[config.mk]
export PLATFORM = sky130hd
export DESIGN_NAME = matrix4x4_multiply_core
export DESIGN_NICKNAME = d
export VERILOG_FILES = /design/src/hw/rtl/mtx4_pkg.sv /design/src/hw/rtl/mtx4_ram.sv /design/src/hw/rtl/matrix4x4_multiply_core.sv
export SDC_FILE = /design/constraint.sdc
export NUM_CORES = 2
export LEC_CHECK = 0
export BUFFER_PORTS_ARGS = -buffer_cell sky130_fd_sc_hd__buf_2
export CORE_MARGIN = 1
export CORE_UTILIZATION = 60
export CTS_CLUSTER_SIZE = 30
export DETAILED_ROUTE_END_ITERATION = 8
export GPL_TIMING_DRIVEN = 0
export PLACE_DENSITY = 0.78
export SYNTH_ARGS = -nofsm -noshare
export SYNTH_HDL_FRONTEND = slang
export SYNTH_SLANG_ARGS = --single-unit
[constraint.sdc]
create_clock -name clock -period 12.25 [get_ports clock]
set_input_delay 2.45 -clock clock [delete_from_list [all_inputs] [get_ports clock]]
set_output_delay 2.45 -clock clock [all_outputs]
set_load 0.02 [all_outputs]
[src/hw/rtl/mtx4_pkg.sv]
package mtx4_pkg;

   localparam int DATA_WIDTH = 32;
   localparam int FRAC_BITS  = 16;
   localparam int MAT_DIM    = 4;
   localparam int N_ELEM     = MAT_DIM * MAT_DIM;
   localparam int IDX_W      = $clog2(N_ELEM);
   localparam int DIM_W      = $clog2(MAT_DIM);
   localparam int PROD_W     = 2 * DATA_WIDTH;
   // four products summed: two guard bits
   localparam int ACC_W      = PROD_W + 2;

   typedef logic [1:0]                   opcode_type;
   typedef logic [IDX_W-1:0]             idx_type;
   typedef logic [DIM_W-1:0]             dim_type;
   typedef logic signed [DATA_WIDTH-1:0] elem_type;
   typedef logic signed [PROD_W-1:0]     prod_type;
   typedef logic signed [ACC_W-1:0]      acc_type;

   localparam opcode_type OP_LOAD_A  = 2'd0;
   localparam opcode_type OP_LOAD_B  = 2'd1;
   localparam opcode_type OP_COMPUTE = 2'd2;

   localparam elem_type ELEM_MAX = {1'b0, {(DATA_WIDTH-1){1'b1}}};
   localparam elem_type ELEM_MIN = {1'b1, {(DATA_WIDTH-1){1'b0}}};

endpackage

[src/hw/rtl/mtx4_ram.sv]
module mtx4_ram #(
   parameter int WIDTH = 32,
   parameter int DEPTH = 16
) (
   input  logic                     clock,
   input  logic                     wr_en,
   input  logic [$clog2(DEPTH)-1:0] wr_addr,
   input  logic [WIDTH-1:0]         wr_data,
   input  logic                     rd_en,
   input  logic [$clog2(DEPTH)-1:0] rd_addr,
   output logic [WIDTH-1:0]         rd_data
);

   logic [WIDTH-1:0] mem [DEPTH];
   logic [WIDTH-1:0] rd_data_ff;

   always_ff @(posedge clock) begin
      if (wr_en) begin
         mem[wr_addr] <= wr_data;
      end
      if (rd_en) begin
         rd_data_ff <= mem[rd_addr];
      end
   end

   assign rd_data = rd_data_ff;

endmodule

[src/hw/rtl/matrix4x4_multiply_core.sv]
// channel | dir | handshake              | payload
// req     | in  | req_valid / req_ready  | opcode, element_index, element_value
// rsp     | out | rsp_valid / rsp_ready  | result_index, result_value, saturated, last
//
// A load beat writes one RAM entry. A compute beat runs 16 elements, each
// as four reads from each RAM through one shared multiplier and
// accumulator, then shift and saturate. The elements run one after
// another; the next one starts its reads when the previous is finalized.
// req_ready is low while a compute runs. A result held on rsp delays the
// next element's finalize. Reset clears the per-entry valid bits, so both
// matrices read as zero until written.
module matrix4x4_multiply_core (
   input  logic                     clock,
   input  logic                     reset,
   input  logic                     req_valid,
   output logic                     req_ready,
   input  mtx4_pkg::opcode_type     req_opcode,
   input  mtx4_pkg::idx_type        req_element_index,
   input  mtx4_pkg::elem_type       req_element_value,
   output logic                     rsp_valid,
   input  logic                     rsp_ready,
   output mtx4_pkg::idx_type        rsp_result_index,
   output mtx4_pkg::elem_type       rsp_result_value,
   output logic                     rsp_saturated,
   output logic                     rsp_last
);

   import mtx4_pkg::*;

   localparam logic ST_IDLE = 1'b0;
   localparam logic ST_RUN  = 1'b1;

   logic             state_ff, state_in;
   logic             issuing_ff, issuing_in;
   idx_type          e_ff, e_in;
   dim_type          k_ff, k_in;

   logic [N_ELEM-1:0] a_vld_ff, b_vld_ff;

   logic             s1_vld_ff, s1_first_ff, s1_last_ff;
   logic             a_rv_ff, b_rv_ff;
   logic             s2_vld_ff, s2_first_ff, s2_last_ff;
   prod_type         prod_ff;
   acc_type          acc_ff, acc_in;
   logic             acc_done_ff, acc_done_in;

   logic             rsp_valid_ff, rsp_valid_in;
   idx_type          rsp_index_ff;
   elem_type         rsp_value_ff;
   logic             rsp_sat_ff, rsp_last_ff;

   logic             req_fire, wr_a, wr_b, start, fin_fire;
   idx_type          rd_addr_a, rd_addr_b;
   logic [DATA_WIDTH-1:0] rdata_a, rdata_b;
   elem_type         op_a, op_b;
   acc_type          shifted;
   logic             in_range;
   elem_type         sat_value;

   always_comb begin
      req_ready = (state_ff == ST_IDLE);
      req_fire  = req_valid && req_ready;
      wr_a      = req_fire && (req_opcode == OP_LOAD_A);
      wr_b      = req_fire && (req_opcode == OP_LOAD_B);
      start     = req_fire && (req_opcode == OP_COMPUTE);
      // A[k*4+row] and B[col*4+k]
      rd_addr_a = {k_ff, e_ff[DIM_W-1:0]};
      rd_addr_b = {e_ff[IDX_W-1:DIM_W], k_ff};
      fin_fire  = acc_done_ff && (!rsp_valid_ff || rsp_ready);
   end

   mtx4_ram #(.WIDTH(DATA_WIDTH), .DEPTH(N_ELEM)) u_ram_a (
      .clock   (clock),
      .wr_en   (wr_a),
      .wr_addr (req_element_index),
      .wr_data (req_element_value),
      .rd_en   (issuing_ff),
      .rd_addr (rd_addr_a),
      .rd_data (rdata_a)
   );

   mtx4_ram #(.WIDTH(DATA_WIDTH), .DEPTH(N_ELEM)) u_ram_b (
      .clock   (clock),
      .wr_en   (wr_b),
      .wr_addr (req_element_index),
      .wr_data (req_element_value),
      .rd_en   (issuing_ff),
      .rd_addr (rd_addr_b),
      .rd_data (rdata_b)
   );

   // never-written entries read as zero
   always_comb begin
      op_a = a_rv_ff ? elem_type'(rdata_a) : '0;
      op_b = b_rv_ff ? elem_type'(rdata_b) : '0;
   end

   // sequencer
   always_comb begin
      state_in   = state_ff;
      issuing_in = issuing_ff;
      e_in       = e_ff;
      k_in       = k_ff;
      if (start) begin
         state_in   = ST_RUN;
         issuing_in = 1'b1;
         e_in       = '0;
         k_in       = '0;
      end else begin
         if (issuing_ff) begin
            k_in = k_ff + dim_type'(1);
            if (k_ff == dim_type'(MAT_DIM - 1)) begin
               issuing_in = 1'b0;
            end
         end
         if (fin_fire) begin
            if (e_ff == idx_type'(N_ELEM - 1)) begin
               state_in = ST_IDLE;
            end else begin
               e_in       = e_ff + idx_type'(1);
               k_in       = '0;
               issuing_in = 1'b1;
            end
         end
      end
   end

   // accumulate and finalize
   always_comb begin
      acc_in      = acc_ff;
      acc_done_in = acc_done_ff;
      if (fin_fire) begin
         acc_done_in = 1'b0;
      end
      if (s2_vld_ff) begin
         acc_in = (s2_first_ff ? acc_type'(0) : acc_ff) + acc_type'(prod_ff);
         if (s2_last_ff) begin
            acc_done_in = 1'b1;
         end
      end

      shifted  = acc_ff >>> FRAC_BITS;
      in_range = (&shifted[ACC_W-1:DATA_WIDTH-1]) || !(|shifted[ACC_W-1:DATA_WIDTH-1]);
      if (in_range) begin
         sat_value = shifted[DATA_WIDTH-1:0];
      end else if (shifted[ACC_W-1]) begin
         sat_value = ELEM_MIN;
      end else begin
         sat_value = ELEM_MAX;
      end

      rsp_valid_in = rsp_valid_ff;
      if (rsp_valid_ff && rsp_ready) begin
         rsp_valid_in = 1'b0;
      end
      if (fin_fire) begin
         rsp_valid_in = 1'b1;
      end
   end

   always_ff @(posedge clock) begin
      if (reset) begin
         state_ff     <= ST_IDLE;
         issuing_ff   <= 1'b0;
         e_ff         <= '0;
         k_ff         <= '0;
         a_vld_ff     <= '0;
         b_vld_ff     <= '0;
         s1_vld_ff    <= 1'b0;
         s2_vld_ff    <= 1'b0;
         acc_done_ff  <= 1'b0;
         rsp_valid_ff <= 1'b0;
      end else begin
         state_ff     <= state_in;
         issuing_ff   <= issuing_in;
         e_ff         <= e_in;
         k_ff         <= k_in;
         if (wr_a) begin
            a_vld_ff[req_element_index] <= 1'b1;
         end
         if (wr_b) begin
            b_vld_ff[req_element_index] <= 1'b1;
         end
         s1_vld_ff    <= issuing_ff;
         s2_vld_ff    <= s1_vld_ff;
         acc_done_ff  <= acc_done_in;
         rsp_valid_ff <= rsp_valid_in;
      end
   end

   // payload pipeline, no reset
   always_ff @(posedge clock) begin
      s1_first_ff <= (k_ff == dim_type'(0));
      s1_last_ff  <= (k_ff == dim_type'(MAT_DIM - 1));
      a_rv_ff     <= a_vld_ff[rd_addr_a];
      b_rv_ff     <= b_vld_ff[rd_addr_b];
      s2_first_ff <= s1_first_ff;
      s2_last_ff  <= s1_last_ff;
      prod_ff     <= op_a * op_b;
      acc_ff      <= acc_in;
      if (fin_fire) begin
         rsp_index_ff <= e_ff;
         rsp_value_ff <= sat_value;
         rsp_sat_ff   <= !in_range;
         rsp_last_ff  <= (e_ff == idx_type'(N_ELEM - 1));
      end
   end

   assign rsp_valid        = rsp_valid_ff;
   assign rsp_result_index = rsp_index_ff;
   assign rsp_result_value = rsp_value_ff;
   assign rsp_saturated    = rsp_sat_ff;
   assign rsp_last         = rsp_last_ff;

endmodule
-- After elaboration in Yosys (flattened, before gate mapping)
Memories as Yosys holds them, arrays and structs flattened. A register that Yosys moved wholly into a read port is not among the register bits.
Index checks and enable logic that the tools add are counted.
- bits in registers: 218
- RAM bits: 1024
- input bits: 42
- output and inout bits: 40
- word-level logic and storage cells: 93
- memories kept: 2
- memory list (memory ; depth ; width ; read ports ; clocked after memory_dff ; write ports ; RTL line ; text):
    u_ram_a.mem ; 16 ; 32 ; 1 ; 1 ; 1 ; mtx4_ram.sv:14 ; logic [WIDTH-1:0] mem [DEPTH];
    u_ram_b.mem ; 16 ; 32 ; 1 ; 1 ; 1 ; mtx4_ram.sv:14 ;
- add/sub/neg operators: 3
- $mul: 1
- order comparisons: 4
- equality and inequality tests: 4
- mux-type cells: 31
- bitwise logic cells: 4
- reduce and logical (&&, ||, !) cells: 22
- operators by type and width (operator ; count):
    $mux W32 ; 4
    $add A66 B64 Y66 ; 1
    $mux W66 ; 1
    $mul A32 B32 Y64 ; 1
    $or A16 B16 Y16 ; 2
    $mux W1 ; 20
    $reduce_and A19 Y1 ; 1
    $reduce_or A19 Y1 ; 1
    $lt A4 B5 Y1 const B ; 3
    $bmux W1 S4 ; 2
    $logic_and A1 B1 Y1 ; 7
    $mux W2 ; 3
    $reduce_bool A2 Y1 ; 3
    $add A4 B1 Y4 const B ; 1
    $demux W1 S4 ; 1
    $eq A2 B2 Y1 const B ; 2
    $eq A4 B4 Y1 const B ; 1
    $ge A4 B1 Y1 const B ; 1
    $logic_not A2 Y1 ; 2
    $reduce_and A2 Y1 ; 2
    $logic_not A1 Y1 ; 3
    $add A2 B1 Y2 const B ; 1
    $eq A2 B1 Y1 const B ; 1
    $logic_or A1 B1 Y1 ; 2
    2 further kinds ; 3

-- Depth between registers and ports, before layout
- word-level depth: 6
- mapped depth: 35
- gate-level depth less buffers: 30

-- Hierarchy
From an unflattened synthesis, not the netlist that was laid out.
- cell total of the unflattened synthesis: 6809
- area, all modules: 86958.4 um^2
- by module, submodules not included (module ; times used ; cells an instance ; area an instance (um^2) ; seq. area each (um^2)):
    matrix4x4_multiply_core ; 1 ; 5133 ; 46609.7 ; 5405.2
    mtx4_ram ; 2 ; 838 ; 20174.3 ; 16335.7

-- Least setup slack after synthesis
OpenSTA, ideal clock, no wires.
- kind: register to register
- start point: register a_rv_ff
- end point: register prod_ff[60]
- arrival: 8.349 ns
- required time: 12.127 ns
- setup slack: 3.778 ns
- cell stages (with the launch flop): 30
- path buffers: 4
- cells stage by stage: dfxtp_1 -> clkbuf_1 -> clkbuf_1 -> clkbuf_1 -> nand2_1 -> clkbuf_1 -> nor2_1 -> fa_1 -> fa_1 -> fa_1 -> fa_1 -> inv_1 -> fa_1 -> inv_1 -> fa_1 -> inv_1 -> fa_1 -> inv_1 -> fa_1 -> ha_1 -> and3_1 -> nand3_1 -> a211oi_1 -> a21oi_1 -> o21ai_0 -> o21ai_0 -> a31oi_1 -> a21o_1 -> o31ai_1 -> xnor2_1
- cells in the longest elaborated chain, start to end: 2
- ends and longest elaborated chain (item ; RTL line ; text):
    start: declaration ; matrix4x4_multiply_core.sv:41 ; logic a_rv_ff, b_rv_ff;
    start signal: assignment ; matrix4x4_multiply_core.sv:195 ; a_rv_ff <= a_vld_ff[rd_addr_a];
    $mux W32 ; matrix4x4_multiply_core.sv:94 ; op_a = a_rv_ff ? elem_type'(rdata_a) : '0;
    $mul A32 B32 Y64 ; matrix4x4_multiply_core.sv:199 ; prod_ff <= op_a * op_b;
    end signal: assignment ; matrix4x4_multiply_core.sv:199 ;
    end: declaration ; matrix4x4_multiply_core.sv:43 ; prod_type prod_ff;
No other way between the ends.
A chain may end at the register's enable or synchronous reset.

-- Worst setup path in the final report
- start point: register a_rv_ff
- end point: register prod_ff[63]
Same word-level chain as after synthesis.

==> impl_metrics.yaml <==
setup_path:
  arrival_ns: 12.70
  cp_slowest_stage_delay_ns: 0.90
  cp_common_cell: "fa_1"
  critPathKind: "flop to flop"
  end_kind: "flop"
  cp_top_family: "adder cells"
  crit_path_max_fanout: 10
  slowest_stage: "clkbuf_1"
  critPathBufInv: 6
  worstSetupStartpointType: "flop"
  required_ns: 12.89
global_route:
  grt_overflow: 0
  grt_pass1_wl_um: 417000
  grt_pass1_vias: 59500
  grt.total_usage: 0.408
  grt_max_degree: 69
  antenna_found_initial: 25
die:
  die-area_um2: 146000
  die_w_um: 382
  io_pins: 82
  rows: 139
  initial_core_util: 0.605
  die_y_um: 382
  core_area_um2: 143000
sta:
  fin_setup_tns_ns: 0
  worstMarginPinSlew_ns: 1.34
  rsz0062_at_grt: "no"
  max_freq_ghz: 0.0830
  hold_viol: 0
  period_share: 0.984
  drv_slew: 0
  setup_ws_ns: 0.195
  fin_worst_skew_ns: 0.0603
  relSlewSlack: 0.108
  fin_crit_ns: 12.05
  setup_viol: 0
drt:
  dr.pass1.iters: 7
  num_vias: 57100
  initialDrtViolationCount: 7222
  drtAntennaViolNets: 0
  wl_um: 291000
  vias_per_cell: 6.42
  routedWlPerCell_um: 32.8
  route.detailed.drc: 0
synthesis:
  synth_ff_type: "edfxtp_1"
  synth.net_count: 7974
  synthDistinctLibCells: 83
  synth-edff-count: 1192
  synth_warnings: 0
  ys_seq_area_frac: 0.439
  syn_inst: 6597
  ys_ff_latch: 1306
  synth.avg_cell_area_um2: 13.1
  synthArstFlopShare: 0
  synth_area_um2: 86700
clocking:
  cts_max_path_buffers: 3
  cts-hold-fix-buffers: 0
  htreeDepth: 4
  cts_tree: "built"
  path_clk_slew_ns: 0.07
  clockRootBuffer: "clkbuf_16"
  clock_sinks: 1306
  clk_latency_ns: 0.80
  cts-buffers-inserted: 132
layout:
  syn_to_final_growth_pct: 9.91
  nFillCells: 10000
  seqCellArea_um2: 38100
  drive_gt1_frac: 0.107
  multi_input_area_um2: 43600
  fin_nets: 8247
min_path:
  holdCritPathClass: "flop to flop"
status:
  status: "finished, final reports clean"
place:
  gp_congestion: 1.08
  dpl.hpwl_um: 210000
  pre_cts_ws_ns: 0.0754
  numPortBuffers: 79
job:
  drv_cap: 0
power_and_ir_drop:
  p_leak_nw: 37.4
  pwr_density_cell_nw_per_um2: 99.5
  total_power_mw: 9.49
  peakVddDrop_uv: 191
per-stage QoR:
stage | area [um2] | utilization | hold WS [ns] | cells
global route | 95300 | 0.664 | 0.356 | 8886
CTS | 95300 | 0.664 | 0.351 | 8879
floorplan | 86700 | - | 0.310 | 6597
detailed placement | 90700 | 0.632 | 0.320 | 8638
finish | 95300 | 0.664 | 0.352 | 8890
global placement | 89500 | 0.624 | 0.319 | 8579
cells by family (layout without fill, tap and decap cells):
kind of cell	after synthesis	count (layout)	synth area share
simple gates	1626	1626	0.0785
buf+inv	1397	1777	0.0606
fa+ha+maj	1335	1335	0.286
flops	1306	1306	0.439
compound gates	465	465	0.0359
mux	333	333	0.0860
xor+xnor	135	135	0.0136
other cells	0	10	0
cell usage in the layout (no fill, tap or decap), types with 17 or more instances in the layout:
| master | n |
|---|---|
| edfxtp_1 | 1192 |
| fa_1 | 1082 |
| inv_1 | 1055 |
| nand2_1 | 672 |
| nor2_1 | 632 |
| mux4_2 | 330 |
| clkbuf_1 | 318 |
| ha_1 | 252 |
| a21oi_1 | 148 |
| clkbuf_16 | 134 |
| dfxtp_1 | 112 |
| a21o_1 | 97 |
| xnor2_1 | 93 |
| buf_2 | 89 |
| nor2b_1 | 78 |
| o21ai_0 | 66 |
| and2_1 | 64 |
| xor2_1 | 42 |
| buf_1 | 35 |
| nand3_1 | 31 |
| nand4_1 | 30 |
| buf_6 | 28 |
| clkinv_1 | 24 |
| nor2_4 | 24 |
| buf_12 | 23 |
| a31oi_1 | 21 |
| nand2b_1 | 19 |
| o21bai_1 | 18 |
| clkinv_2 | 18 |
| bufinv_16 | 17 |
final timing paths:
check,depth (start not counted),to,start,slack (ns)
max,28,prod_ff[63]$_DFF_P_,a_rv_ff$_DFF_P_,0.20
min,0,s2_last_ff$_DFF_P_,s1_last_ff$_DFF_P_,0.35
max reg2reg,28,prod_ff[63]$_DFF_P_,a_rv_ff$_DFF_P_,0.20
min reg2reg,0,s2_last_ff$_DFF_P_,s1_last_ff$_DFF_P_,0.35
final cells by class:
cell class / count / area share
sequential: 1306 / 0.399
buffer: 339 / 0.0135
clock buffer: 162 / 0.0364
clock inverter: 79 / 0.0120
tap: 1903 / 0.0250
inverter: 1058 / 0.0417
timing repair buffer: 139 / 0.0139
multi-input combinational: 3894 / 0.458
antenna: 10 / 0.000262
flip-flops by register name (all words and copies together) (netlist names), 2 cells and up:
signal	count
acc_ff	66
u_ram_b.rd_data	32
b_vld_ff	16
rsp_result_index	4
e_ff	4
u_ram_a.mem	512
k_ff	2
u_ram_b.mem	512
u_ram_a.rd_data	32
prod_ff	64
a_vld_ff	16
rsp_result_value	32
synth_stat cells (18+ instances only):
library cell | instances | area share
xor2_1 | 42 | 0.0042
mux4_2 | 330 | 0.086
o21ai_0 | 66 | 0.0038
clkbuf_1 | 293 | 0.013
a21o_1 | 97 | 0.0084
buf_1 | 35 | 0.0015
nor2_1 | 656 | 0.028
o21bai_1 | 18 | 0.0016
a21oi_1 | 148 | 0.0085
nand4_1 | 30 | 0.0022
and2_1 | 64 | 0.0046
a31oi_1 | 21 | 0.0015
nand2_1 | 672 | 0.029
nand2b_1 | 19 | 0.0014
nor2b_1 | 78 | 0.0056
ha_1 | 252 | 0.036
nand3_1 | 31 | 0.0018
nor3_1 | 25 | 0.0014
inv_1 | 1056 | 0.046
dfxtp_1 | 114 | 0.026
edfxtp_1 | 1192 | 0.41
fa_1 | 1083 | 0.25
xnor2_1 | 93 | 0.0094
report_power, final:
part / internal (mW) / leakage [nW] / switching, mW
registers: 4.88 / 11.7 / 0.0207
clock network: 2.43 / 2.21 / 1.89
logic: 0.0786 / 23.5 / 0.192
layer usage:
layer / vias up / global-route usage / wire length [um]
met2: 4310 / 0.657 / 138000
met1: 29200 / 0.500 / 99800
li1: 22400 / - / -
met5: - / 0 / 209
met4: 28 / 0.252 / 22000
met3: 1131 / 0.101 / 31400
timing repair:
action / in CTS / in global routing
buffers inserted: 0 / 0
resized for setup: 0 / 7
setup endpoints to repair: 0 / 7
No activity file was read; power rests on OpenSTA's default activity.
